==> src/sv/bba_pkg.sv <==
// Shared constants, types and helpers of the buddy block allocator.
package bba_pkg;

  localparam int NUM_UNITS = 256;
  localparam int UNIT_LOG  = 6;
  localparam int LOG_UNITS = $clog2(NUM_UNITS);
  localparam int NODES     = 2 * NUM_UNITS - 1;

  localparam int IDX_W   = LOG_UNITS + 1;
  localparam int VAL_W   = LOG_UNITS + 1;
  localparam int OFF_W   = LOG_UNITS;
  localparam int ADDR_W  = 48;
  localparam int REQ_W   = 15;
  localparam int UNITS_W = REQ_W + 1;
  localparam int CNT_W   = 9;
  localparam int STAT_W  = 2;

  localparam logic [STAT_W-1:0] ST_ALLOC    = 2'd0;
  localparam logic [STAT_W-1:0] ST_REFUSED  = 2'd1;
  localparam logic [STAT_W-1:0] ST_RELEASED = 2'd2;

  typedef struct packed {
    logic clr_wr;
    logic load;
    logic rd_cur;
    logic rd_left;
    logic rd_sib;
    logic step_down;
    logic step_up;
    logic wr_cur;
    logic wr_parent;
    logic finish;
  } bba_cmd_t;

  typedef struct packed {
    logic clr_last;
    logic is_release;
    logic bad_release;
    logic too_big;
    logic desc_more;
    logic rdata_zero;
    logic at_root;
    logic out_busy;
  } bba_stat_t;

  // Reset value of a node: units spanned at its depth
  function automatic logic [VAL_W-1:0] node_init(input logic [IDX_W-1:0] idx);
    logic [IDX_W-1:0] n;
    int lvl;
    n   = idx + IDX_W'(1);
    lvl = 0;
    for (int i = 0; i < IDX_W; i++) begin
      if (n[i]) lvl = i;
    end
    return VAL_W'(NUM_UNITS >> lvl);
  endfunction

endpackage

==> src/sv/bba_ctrl.sv <==
// Control sequencer of the buddy block allocator.
module bba_ctrl (
  input  logic              clk,
  input  logic              rst,
  input  logic              s_axis_tvalid,
  output logic              s_axis_tready,
  input  bba_pkg::bba_stat_t st,
  output bba_pkg::bba_cmd_t  cmd
);
  import bba_pkg::*;

  localparam logic [3:0] S_CLEAR    = 4'd0;
  localparam logic [3:0] S_IDLE     = 4'd1;
  localparam logic [3:0] S_DISPATCH = 4'd2;
  localparam logic [3:0] S_A_CHK    = 4'd3;
  localparam logic [3:0] S_A_DESC   = 4'd4;
  localparam logic [3:0] S_A_PICK   = 4'd5;
  localparam logic [3:0] S_R_RD     = 4'd6;
  localparam logic [3:0] S_R_CHK    = 4'd7;
  localparam logic [3:0] S_UP_RD    = 4'd8;
  localparam logic [3:0] S_UP_WR    = 4'd9;
  localparam logic [3:0] S_DONE     = 4'd10;

  logic [3:0] state, state_next;

  assign s_axis_tready = (state == S_IDLE);

  always_comb begin
    state_next = state;
    cmd        = '0;
    case (state)
      S_CLEAR: begin
        cmd.clr_wr = 1'b1;
        if (st.clr_last) state_next = S_IDLE;
      end
      S_IDLE: begin
        if (s_axis_tvalid) begin
          cmd.load   = 1'b1;
          state_next = S_DISPATCH;
        end
      end
      S_DISPATCH: begin
        if (st.is_release && st.bad_release) begin
          state_next = S_DONE;
        end else begin
          cmd.rd_cur = 1'b1;
          state_next = st.is_release ? S_R_CHK : S_A_CHK;
        end
      end
      S_A_CHK: begin
        state_next = st.too_big ? S_DONE : S_A_DESC;
      end
      S_A_DESC: begin
        if (st.desc_more) begin
          cmd.rd_left = 1'b1;
          state_next  = S_A_PICK;
        end else begin
          cmd.wr_cur = 1'b1;
          state_next = S_UP_RD;
        end
      end
      S_A_PICK: begin
        cmd.step_down = 1'b1;
        state_next    = S_A_DESC;
      end
      S_R_RD: begin
        cmd.rd_cur = 1'b1;
        state_next = S_R_CHK;
      end
      S_R_CHK: begin
        if (st.rdata_zero) begin
          cmd.wr_cur = 1'b1;
          state_next = S_UP_RD;
        end else if (st.at_root) begin
          state_next = S_DONE;
        end else begin
          cmd.step_up = 1'b1;
          state_next  = S_R_RD;
        end
      end
      S_UP_RD: begin
        if (st.at_root) begin
          state_next = S_DONE;
        end else begin
          cmd.rd_sib = 1'b1;
          state_next = S_UP_WR;
        end
      end
      S_UP_WR: begin
        cmd.wr_parent = 1'b1;
        state_next    = S_UP_RD;
      end
      S_DONE: begin
        if (!st.out_busy) begin
          cmd.finish = 1'b1;
          state_next = S_IDLE;
        end
      end
      default: state_next = S_IDLE;
    endcase
  end

  always_ff @(posedge clk) begin
    if (rst) begin
      state <= S_CLEAR;
    end else begin
      state <= state_next;
    end
  end

endmodule

==> config.mk <==
export PLATFORM = sky130hd
export DESIGN_NAME = bba_ctrl
export DESIGN_NICKNAME = d
export VERILOG_FILES = /design/src/sv/bba_pkg.sv /design/src/sv/bba_ctrl.sv
export SDC_FILE = /design/constraint.sdc
export NUM_CORES = 1
export LEC_CHECK = 0
export ABC_AREA = 0
export ABC_CLOCK_PERIOD_IN_PS = 1500
export BUFFER_PORTS_ARGS = -buffer_cell sky130_fd_sc_hd__buf_2
export CAP_MARGIN = 25
export CORE_AREA = 10 10 47 49
export CTS_BUF_LIST = sky130_fd_sc_hd__clkbuf_4
export CTS_CLUSTER_DIAMETER = 100
export CTS_CLUSTER_SIZE = 28
export DETAILED_ROUTE_END_ITERATION = 16
export DIE_AREA = 0 0 57 59
export HOLD_SLACK_MARGIN = 0.1
export PLACE_DENSITY = 0.66
export SLEW_MARGIN = 10
export SYNTH_ARGS = -nofsm -noshare
export SYNTH_HDL_FRONTEND = slang
export SYNTH_SLANG_ARGS = --single-unit
==> constraint.sdc <==
create_clock -name clk -period 1.5 [get_ports clk]
set_input_delay 0.075 -clock clk [delete_from_list [all_inputs] [get_ports clk]]
set_output_delay 0.075 -clock clk [all_outputs]
set_load 0.02 [all_outputs]
Word level (Yosys, flattened, before mapping)
Cells that the tools add are included.
{"block": "word_totals", "mem_count": 0, "romBits": 0, "inputBits": 11, "ram_bits": 0, "output_inout_bits": 11, "register_bits": 4, "latch_bits": 0, "elab_cells": 46}
{"block": "op_classes", "n_bitwise": 0, "addsub": 0, "div_mod_pow": 0, "reduce_logical": 3, "n_mul": 0, "eq_ne": 13, "magnitude_cmp": 0, "shifts": 0, "muxes": 29}
{"cell": "$pmux 4 s11", "n": 1}
{"cell": "$mux 4", "n": 8}
{"cell": "$eq 4x3->1 const B", "n": 4}
{"cell": "$mux 1", "n": 16}
{"cell": "$eq 4x4->1 const B", "n": 3}
{"cell": "$eq 4x2->1 const B", "n": 2}
{"cell": "$ne 2x2->1 const B", "n": 3}
{"cell": "$eq 4x1->1 const B", "n": 1}
{"cell": "$logic_not 4->1", "n": 1}
{"cell": "$pmux 1 s2", "n": 2}
{"cell": "$mux 3", "n": 1}
{"cell": "$reduce_and 3->1", "n": 1}
{"cell": "$mux 2", "n": 1}
{"cell": "$logic_and 1x1->1", "n": 1}

Logic depth before layout (Yosys ltp)
{"block": "logic_depth", "depth_word": 3, "ltp_mapped": 5, "ltp_nobuf": 4}

Worst setup path before layout
No wires, ideal clock.
{"block": "synth_timing", "kind": "register to register", "from": "register state[1]", "to": "register state[0]", "slack_ps": -52, "n_path_buf": 0, "setup_time_ps": 127, "t_required_ps": 1373, "synth_period_minus_slack_ps": 1552, "stages_incl_launch_ff": 5, "arrival_time_ps": 1425, "cell_sequence": "dfxtp_1 > or2_2 > nor3_1 > a32o_1 > a211oi_1"}
{"block": "synth_between", "elab_chain_cells": 3, "word_cells_on_any_way": 16, "classes_between": "eq/ne (13); mux (1); reduce/logical (2)"}
{"item": "start, declared", "line_no": "bba_ctrl.sv:24", "source": "logic [3:0] state, state_next;"}
{"item": "start signal, assigned", "line_no": "bba_ctrl.sv:107", "source": "state <= state_next;"}
{"item": "$eq 4x4->1 (tied with other cells)", "line_no": "bba_ctrl.sv:31", "source": "case (state)"}
{"item": "$ne 2x2->1 (no source line)"}
{"item": "$reduce_and 3->1 (no source line)"}
Several ways; a longest one is shown, not always the timed one.
A chain may end at the register's enable or synchronous reset.

==> results.md <==
Routing:
- Detailed routing placed a total of between 700 and 800 um of wire on met2.
- The number of vias in the routed layout is ~620.
- The wire length per cell after detailed routing is roughly 14 um.
- The routed design has between 1.5 and 2 mm of wire.
- The highest metal layer carrying signal wires in the routed design is met4.
- The count of unresolved DRC violations after routing is 0.
- For this block, wires on met1 add up to roughly 700 um.
- The DRC marker count from the first detailed-route iteration is 20.
- The first-pass iteration count of the detailed router is 4.
- The count of nets left with antenna violations once routing finished came out at 0.
- Detailed routing placed a total of about 88 um of wire on met3.
- The vias per cell is 5.58.

Power:
- For this design the ratio of total power to cell area is around 870 nW/um^2.
- The worst-case IR drop observed on VDD is ~560 uV.
- The leakage power summed over all cells is 0.000343 uW.

Place:
- The final estimated routing congestion in global placement is between 0.8 and 0.9.
- After detailed placement, the design holds a cell count of 106.
- The wire-length estimate of the detail-placed layout is 1.28 mm.
- Timing analysis after detailed placement gives a worst setup slack of between 80 and 90 ps.
- In this run the tool buffered the top-level ports with 21 buffer cells.

Worst setup path:
- Along the worst path, the maximum fanout reaches 6.
- In this design, the largest share of critical-path delay is due to simple AND/OR/NAND/NOR gates.
- The type of origin of the critical path is a register.
- Data on the critical path is required at its endpoint by between 1000 and 1500 ps.
- The number of buffers and inverters on the critical path is 2.
- The worst setup path is captured at a primary output.
- The worst setup path is of the reg -> out kind.
- In this run the critical register-to-register path is launched from state[2]$_SDFFE_PP0P_.
- The worst setup path startpoint is state[3]$_SDFFE_PP0P_.
- The master of the slowest instance on the critical path is or3_4.
- Data on the critical path arrives at its endpoint at roughly 1400 ps.
- For this run, the slowest stage of the critical path takes about 400 ps.
- The signal on the critical path passes through nand4b_1, or3_4, inv_2, buf_6.

Logic synthesis:
- The count of cell types in the netlist is 35.
- The post-synthesis net count is 78.
- Counting flops with a built-in enable in the synthesized netlist gives 0.
- The number of register bits inferred by synthesis is 4.
- Summing every instance area after synthesis gives around 490 um^2.
- Ranked by total cell area, the synthesized netlist is headed by dfxtp_1, nor2b_1, nor2_1.
- For this run, asynchronously set or reset flops after synthesis account for 0.
- In the synthesized netlist the dominant register cell turns out to be dfxtp_1.
- Summed over all instances, the cell type with the most area after synthesis is dfxtp_1.
- The share of synthesized area in the top cell type comes to 0.165.
- The share of the Yosys chip area taken by registers is 0.165.
- Synthesis produced a netlist whose cell count is between 60 and 70.
- Dividing the synthesized area by the synthesized cell count gives 7.26 um^2.
- Yosys printed 0 warnings.

Clock network:
- The number of levels the H-tree was split into is 1.
- Clock tree synthesis selected as its root buffer the cell clkbuf_4.
- Counting along the longest clock path gives a buffer depth of 2.
- The tree built by TritonCTS fans out to 4 sinks.
- The clock transition at the registers of the reported paths is 40 ps.
- At the later pin of the worst-skew pair, clock insertion delay measures around 240 ps.
- The clock tree from TritonCTS is done.
- The clock buffer count from CTS is 3.

Floorplanning:
- The initial core utilization is 0.347.
- The total area inside the core boundary comes to 1400 um^2.
- The number of I/O pins is 22.
- The die covers 3360 um^2.
- The die is around 57 um wide.
- The number of core rows is 14.
- The floorplan step set the die height to between 50 and 60 um.

Layout:
- For this run, the number of standard cells in the final layout without fillers is approximately 110.
- Compared with the post-synthesis result, the final layout area differs by 46.8%.
- The sequential cells in the finished layout cover a total of approximately 93 um^2.
- Counting flops per register, the top entry is state.
- 0 antenna diodes ended up in the layout.
- The register with the most flip-flops in the layout has 4 of them.
- The total number of nets in the final design is between 100 and 150.
- In the layout the commonest cells are buf_2, buf_4, nor2_1.
- The multi-input combinational cell area is 388 um^2.
- The share of post-route cells with drive strength above 1 is 0.463.
- In the final layout, the registers with the most flip-flops are state (4).
- The leading cell type in the layout, fill and taps excluded is buf_2.
- After filler insertion, the fill cell instance count of the layout stands at ~140.

Timing:
- The hold violation total from the final report is 0.
- Setup violations remaining at the end of the flow were counted as 0.
- Hold timing on the final database bottoms out at a slack of 151 ps.
- Of the available clock period, the critical path in the final layout requires 0.961.
- For the finished layout, the period the worst path requires is 1440 ps.
- For the final routed database, the setup TNS stands at 0 ps.
- The upper clock frequency limit is just under 0.7 GHz.
- Setup slack closes at 58.4 ps.
- The relative max-transition margin is 0.820.
- Setup repair after global routing left no endpoint under its margin.
- The clock skew after layout is about 3.7 ps.
- The total count of max-transition violations in the final report is 0.
- The slew of the pin with the lowest slew margin is 269 ps.

Min path:
- The classification of the worst-slack hold path is in -> reg.
- The worst hold path begins at st[5].

Global routing:
- The global-route wire length before repair is roughly 2.6 mm.
- The remaining global-route overflow is 0.
- Entering global routing, the biggest net connects 11 pins.
- The via count of the first global-routing pass is 585.
- The initial antenna violation count is 0.
- For this run, the total global-route usage over all layers was measured as 0.0916.

Job:
- The total of max-cap violations is 0.

Run status:
- The run finished with clean final reports.
==> power breakdown <==
part	total (uW)	internal [uW]	switching, uW
sequential	154	125	29.6
combinational	327	155	172
clock	138	89.8	48.0
==> final cells by class <==
class	instances	area share
Timing Repair Buffer	29	0.247
Clock buffer	3	0.0315
Multi-Input combinational cell	55	0.543
Inverter	4	0.0210
Tap cell	16	0.0280
Sequential cell	4	0.130
==> stage by stage <==
step / util / power [uW] / instance area, um^2
2_1_floorplan: - / 359 / 492
3_3_place_gp: 0.459 / 466 / 643
3_5_place_dp: 0.459 / 467 / 643
4_1_cts: 0.487 / 613 / 682
5_1_grt: 0.510 / 664 / 714
6_report: 0.510 / 619 / 714
==> cell usage after synthesis (3+ instances only) <==
master / count
a21oi_1: 4
and2_1: 3
and3_1: 3
buf_2: 3
dfxtp_1: 4
inv_1: 4
nand2b_1: 3
nor2_1: 7
nor2b_1: 5
==> timing repair <==
action,CTS,global route
setup buffers,0,1
endpoints found under the hold margin,3,0
hold buffers,1,0
endpoints found under the setup margin,2,4
pin swaps,0,1
cloned,0,0
resized for setup,4,10
==> layer usage <==
layer,GRT usage,vias to the layer above
met4,0.0403,0
met3,0.0279,2
met1,0.104,281
met2,0.153,25
met5,0,-
li1,-,311
==> path summary, 6_finish.rpt <==
path                            slack [ps]  cells after the start                    end
worst max register to register         180                      3  state[2]$_SDFFE_PP0P_
worst min-delay path                   150                      3  state[3]$_SDFFE_PP0P_
worst max-delay path                    60                      4                 cmd[3]
worst min register to register         630                      2  state[3]$_SDFFE_PP0P_
==> worst reg2reg max path, delay by kind of cell, from the launching register on <==
family           cells  cell delay (ps)
AND/OR/NAND/NOR      1              370
flip-flops           1              360
AO/OA/AOI/OAI        2              500
==> cell families (layout without fill, tap and decap cells) <==
| family | after synthesis | in the layout | share of synthesized area |
|---|---|---|---|
| compound gates | 20 | 20 | 0.316 |
| buf+inv | 8 | 36 | 0.0694 |
| flops | 4 | 4 | 0.165 |
| simple gates | 35 | 35 | 0.450 |
(Power assumes the default switching activity.)
